$ cat src/rtl/mpvs_pkg.sv
`default_nettype none
// ----------------------------------------------------------------------------
// mpvs_pkg
// Shared types, constants and the output shift-and-saturate helper for the skinning block.
// ----------------------------------------------------------------------------
package mpvs_pkg;

   localparam int unsigned WORD_W      = 32;
   localparam int unsigned ELEMS       = 12;
   localparam int unsigned BONE_W      = 10;
   localparam int unsigned ELEM_W      = 4;
   localparam int unsigned COUNT_W     = 11;
   localparam int unsigned QUEUE_DEPTH = 8;
   localparam int unsigned OCC_W       = $clog2(QUEUE_DEPTH + 1);
   localparam int unsigned SUM_W       = 66;

   typedef enum logic {
      ACT_WRITE  = 1'b0,
      ACT_VERTEX = 1'b1
   } action_type;

   typedef enum logic {
      CSR_BONE_COUNT     = 1'b0,
      CSR_NORMALS_ENABLE = 1'b1
   } csr_index_type;

   // classified vertex handed from front to back
   typedef struct packed {
      logic                   err;
      logic                   nen;
      logic                   last;
      logic [2:0][WORD_W-1:0] pos;
      logic [2:0][WORD_W-1:0] nrm;
   } vtx_type;

   // component order: x, y, z, nx, ny, nz
   typedef struct packed {
      logic [5:0][WORD_W-1:0] comp;
      logic                   status;
      logic                   last;
   } rsp_type;

   function automatic logic [WORD_W-1:0] shift_sat(input logic signed [SUM_W-1:0] s);
      logic signed [SUM_W-1:0] q;
      q = s >>> 16;
      if (q > 66'sd2147483647) begin
         return 32'h7FFF_FFFF;
      end else if (q < -66'sd2147483648) begin
         return 32'h8000_0000;
      end else begin
         return q[WORD_W-1:0];
      end
   endfunction

endpackage
`default_nettype wire

$ cat src/rtl/mpvs_fifo.sv
`default_nettype none
// ----------------------------------------------------------------------------
// mpvs_fifo
// Result queue between the datapath and the consumer.
// ----------------------------------------------------------------------------
module mpvs_fifo (
   input  wire logic              clock,
   input  wire logic              reset,
   input  wire logic              push,
   input  wire mpvs_pkg::rsp_type wdata,
   input  wire logic              pop,
   output logic                   empty,
   output mpvs_pkg::rsp_type      rdata
);
   import mpvs_pkg::*;

   localparam int unsigned PW = $clog2(QUEUE_DEPTH);

   rsp_type         store [QUEUE_DEPTH];
   logic [PW-1:0]   wr_ff, wr_in;
   logic [PW-1:0]   rd_ff, rd_in;
   logic [OCC_W-1:0] cnt_ff, cnt_in;
   logic            do_pop;

   assign empty  = (cnt_ff == '0);
   assign do_pop = pop && !empty;
   assign rdata  = store[rd_ff];

   always_comb begin
      wr_in  = push ? wr_ff + 1'b1 : wr_ff;
      rd_in  = do_pop ? rd_ff + 1'b1 : rd_ff;
      cnt_in = cnt_ff + OCC_W'(push) - OCC_W'(do_pop);
   end

   always_ff @(posedge clock) begin
      if (reset) begin
         wr_ff  <= '0;
         rd_ff  <= '0;
         cnt_ff <= '0;
      end else begin
         wr_ff  <= wr_in;
         rd_ff  <= rd_in;
         cnt_ff <= cnt_in;
      end
      if (push) begin
         store[wr_ff] <= wdata;
      end
   end

endmodule
`default_nettype wire
$ cat config.mk
export PLATFORM = sky130hd
export DESIGN_NAME = mpvs_fifo
export DESIGN_NICKNAME = d
export VERILOG_FILES = /design/src/rtl/mpvs_pkg.sv /design/src/rtl/mpvs_fifo.sv
export SDC_FILE = /design/constraint.sdc
export NUM_CORES = 1
export LEC_CHECK = 0
export BUFFER_PORTS_ARGS = -buffer_cell sky130_fd_sc_hd__buf_2
export CAP_MARGIN = 5
export CORE_MARGIN = 1
export CORE_UTILIZATION = 54
export DETAILED_ROUTE_END_ITERATION = 7
export PLACE_DENSITY = 0.72
export SYNTH_ARGS = -nofsm -noshare
export SYNTH_HDL_FRONTEND = slang
export SYNTH_SLANG_ARGS = --single-unit
export TNS_END_PERCENT = 20
$ cat constraint.sdc
create_clock -name clock -period 13.95 [get_ports clock]
set_input_delay 0.6975 -clock clock [delete_from_list [all_inputs] [get_ports clock]]
set_output_delay 0.6975 -clock clock [all_outputs]
set_load 0.005 [all_outputs]
# == After elaboration in Yosys (flattened, before gate mapping) ==
# Memory sizes are Yosys's and may differ from the RTL's. A register that Yosys moved wholly into a read port is not among the register bits.
# Index checks and enable logic that the tools add are counted.
# totals
ramBits,1552
memories,1
register_bits,10
# mem_list
name,words,word_bits,read_ports,rd_clocked_by_memory_dff,write_ports,line_no,source
store,8,194,1,1,1,mpvs_fifo.sv:19,rsp_type store [QUEUE_DEPTH];
# classes
muxes,4
reduce_logical,3
n_addsub,4
# ops
op,count
$add A3 B1 Y3 const B,2
$mux W3,2
$add A4 B1 Y4,1
$logic_not A4 Y1,1
$sub A4 B1 Y4,1
$mux W1,2
$logic_and A1 B1 Y1,1
$logic_not A1 Y1,1

# == Longest topological paths before layout ==
# logic_depth
ltp_word,5
depth_mapped,9
mapped_depth_nobuf,9

# == Worst setup path before layout ==
# OpenSTA, ideal clock, no wires.
# synth_path
path_kind,in2reg
start,in push
end,mem store[0][0] (netlist name) (enable)
n_path_buf,0
t_required_ns,12.964
arrival_ns,13.854
path_stages,2
slack_ns,-0.890
path_cell_list,nand2b_1 -> nor3_1
# synth_between
elab_chain_cells,2
# synth_rtl
item,line_no,source
"start, declared",mpvs_fifo.sv:9,"input wire logic push,"
$mux W1,mpvs_fifo.sv:45,if (push) begin
$mux W1 (not written as such),mpvs_fifo.sv:46,store[wr_ff] <= wdata;
"end, declared",mpvs_fifo.sv:19,
# No other way between the ends.

==> reports/summary.txt <==
RUN STATUS
-----------------------------------------------------------------------------------------------
Status ...........................................................................    completed

STA
-----------------------------------------------------------------------------------------------
Maximum clock frequency ..........................................................      188 MHz
Post-route fraction of the period consumed by the critical path ..................        0.380
Normalized max-slew margin .......................................................        0.247
Setup repair after global routing missed its margin ..............................        false
Slew at the pin closest to its max-slew limit ....................................      1.13 ns
Final slew viol count ............................................................            0
Post-route minimum period ........................................................      5.31 ns
Count of final hold-check violations .............................................            0
Post-route clock skew ............................................................    0.0151 ns
Final setup vio count ............................................................            0

CLOCK NETWORK
-----------------------------------------------------------------------------------------------
Clock input transition at the sequential cells of the worst setup and hold paths .      0.06 ns
Buffers inserted by post-CTS timing repair .......................................            0
CTS tree .........................................................................         done
Post-CTS Hold Buffers ............................................................            0
Clock sink count .................................................................         1565
Count of H-tree levels built during CTS ..........................................            4
Clock Latency Late Sink ..........................................................      0.76 ns
Total clock buffers created by CTS ...............................................          153
Number of gates resized after CTS ................................................            0
Maximum number of buffers from clock root to sink ................................            3
Root Driver ......................................................................    clkbuf_16

FLOORPLANNING
-----------------------------------------------------------------------------------------------
Floorplan die width ..............................................................       332 µm
Row count ........................................................................          120
Core area ........................................................................    0.108 mm²
Die span in y ....................................................................       332 µm
Area enclosed by the die boundary ................................................    0.110 mm²
Starting utilization of the core area ............................................        0.548
I/O Pins .........................................................................          393

SYNTHESIS
-----------------------------------------------------------------------------------------------
Count of different cell masters after synthesis ..................................           25
Share of the synthesized area in the top cell type ...............................        0.792
Library cell with the largest summed area after synthesis ........................     edfxtp_1
Cells after Synth ................................................................         2315
Number of warning messages in the yosys log ......................................            0
Number of synthesized register bits ..............................................         1565
Mapped Nets ......................................................................         2520
Syn Std Cell Area ................................................................   0.0589 mm²
Most area-consuming cells after synthesis ........................................ edfxtp_1, mux4_2, mux2_2
Avg Synthesized Cell Area ........................................................     25.4 µm²
Register area share after synthesis ..............................................        0.796

FINAL LAYOUT
-----------------------------------------------------------------------------------------------
Finished Layout Cells ............................................................         4325
Area Overhead vs Synth ...........................................................        14.1%
Finished Core Util ...............................................................        0.625
Share of post-route cells with drive strength above 1 ............................        0.422
Number of nets in the finished design ............................................         2993

GLOBAL ROUTE
-----------------------------------------------------------------------------------------------
Via count of the first global-routing pass .......................................        28000
Global-route wire length before repair ...........................................       176 mm
Pin count of the biggest net entering global routing .............................          163
Antenna violations before repair .................................................           33
Global-route usage over all layers ...............................................        0.217
Fraction of met1 tracks used by global routing ...................................        0.280
Met2 demand-to-capacity share in global routing ..................................        0.367
Residual overflow from global routing ............................................            0
Most used routing layer ..........................................................         met2
Global-route met3 utilization ....................................................       0.0479

DRT
-----------------------------------------------------------------------------------------------
DR pass1 iterations ..............................................................            6
Number of DRC violations after detailed routing ..................................            0
Total via count after detailed routing ...........................................        25900
First-iteration detailed-routing DRC count .......................................         2014
Mean number of vias per cell .....................................................         5.99
Count of antenna-violating nets left after detailed routing ......................            0
Final Routed Wirelength ..........................................................       118 mm
Routed wire per std cell .........................................................      27.3 µm

WORST SETUP PATH
-----------------------------------------------------------------------------------------------
Slowest library cell on the worst path ...........................................        buf_4
Crit path capture type ...........................................................   output pin
WP buf/inv .......................................................................            3
Critical setup path kind .........................................................      reg2out
Critical path, cell by cell ...................................................... buf_12 -> buf_4 -> mux4_2 -> mux2_2 -> buf_2
Required time at the endpoint of the critical path ...............................     13.25 ns
FF-to-FF Start ...................................................................     wr_ff[2]
Startpoint kind of the worst setup timing path ...................................    flip-flop
Maximum single-stage delay on the critical path ..................................      0.95 ns
CP top delay family .............................................................. buffers and inverters
Critical-path maximum fanout .....................................................          111
Crit path DAT ....................................................................      4.61 ns

POWER
-----------------------------------------------------------------------------------------------
Total internal power .............................................................    0.00815 W
Cell area power density ..........................................................   157 mW/mm²
Register share of total power ....................................................        0.511
Switching power as a share of total power ........................................        0.225
Leakage power of the design ......................................................      21.1 nW
Sw Pwr ...........................................................................    0.00236 W
Worst VDD drop ...................................................................       121 µV
Clock network power share ........................................................        0.373
Proportion of power drawn by combinational gates .................................        0.117

PLACEMENT
-----------------------------------------------------------------------------------------------
Dpl cells ........................................................................         4036
Final weighted congestion in routability-driven placement ........................        0.730
Number of buffers inserted by port buffering .....................................          392
Placed wire-length estimate after detailed placement .............................      62.2 mm

RUN
-----------------------------------------------------------------------------------------------
Reported max-cap violation count .................................................            0

HOLD PATH
-----------------------------------------------------------------------------------------------
Worst Hold Launch ................................................................    wdata[25]
Hold Path Class ..................................................................       in2reg

## metrics by stage
stage               setup slack, ns  total power (W)  cell area, µm²  TNS (ns)  hold WS [ns]
finish                         8.64           0.0105           67100         0         0.195
global route                   8.27           0.0109           67100         0         0.168
CTS                            8.49           0.0106           67100         0         0.134
detailed placement             9.18          0.00672           62300         0         0.521
global placement               9.23          0.00668           62300         0         0.487
floorplan                    -0.884          0.00628           58900   -171.55         0.475
## metal layers
metal  up-vias  routed length [µm]
li1      11000                   -
met5         -                 227
met2       861               61500
met1     13900               45800
met3       217                7680
met4        36                2900
## power groups by stage
stage / Clock [W] / Sequential, W / Combinational, W
global route: 0.00417 / 0.00538 / 0.00132
CTS: 0.00400 / 0.00537 / 0.00126
global placement: 0 / 0.00546 / 0.00123
finish: 0.00392 / 0.00537 / 0.00123
floorplan: 0 / 0.00545 / 0.000825
detailed placement: 0 / 0.00547 / 0.00125
## layout by cell type (no fill, tap or decap), types with 3 or more instances in the layout
cell / count
nor2_1: 6
a21oi_1: 6
inv_6: 3
ha_1: 6
inv_16: 6
inv_1: 5
dfxtp_4: 3
nor2_4: 6
clkbuf_16: 157
buf_4: 25
diode_2: 12
edfxtp_1: 1552
clkinv_1: 32
or3_1: 3
clkbuf_1: 39
buf_2: 392
o21ai_0: 3
mux4_2: 388
nand2b_1: 6
dfxtp_1: 10
mux2_2: 194
buf_12: 10
mux2i_1: 3
nand2_1: 4
clkinv_2: 25
bufinv_16: 7
## path summary, 6_finish.rpt
check / to / slack [ns] / cells after the start
setup reg to reg: store[2][139] / 9.78 / 5
hold / removal: store[7][25] / 0.20 / 1
hold reg to reg: flip-flop / 0.53 / 2
setup / recovery: rdata[133] / 8.64 / 5
## synthesized netlist by cell type, drive strengths merged
cell,count
mux4,388
nor3b,1
a21oi,6
nor2,12
dfxtp,13
inv,5
mux2,194
ha,6
or3,3
nand2b,6
mux2i,3
edfxtp,1552
clkbuf,29
nor3,2
nor2b,2
nand3,1
a31o,1
buf,80
xor2,1
nand2,4
xnor2,2
fa,1
o21ai,3
## logic make-up (layout without fill, tap and decap cells)
kind of cell,after synthesis,after routing,share of synthesized area
DFF,1565,1565,0.796
muxes,585,585,0.186
buffers and inverters,114,709,0.0122
and+or+nand+nor,31,31,0.00257
AOI/OAI and AO/OA,10,10,0.000914
adders and majority gates,7,7,0.00162
xor gates and xnor gates,3,3,0.000446
other,0,12,0
## state kept, by name (all words and copies together) (netlist names), named ones only
register	cells
wr_ff	3
rd_ff	3
cnt_ff	4
store	1552
## area by class of cell
class | instances | area (µm²)
clock inverter | 79 | 667
fill | 7121 | 40400
timing repair buffer | 427 | 2350
sequential | 1565 | 46900
inverter | 5 | 18.8
multi-input combinational | 636 | 11300
tap | 1403 | 1760
clock buffer | 198 | 4100
antenna | 12 | 30.0
(Power assumes the default switching activity.)
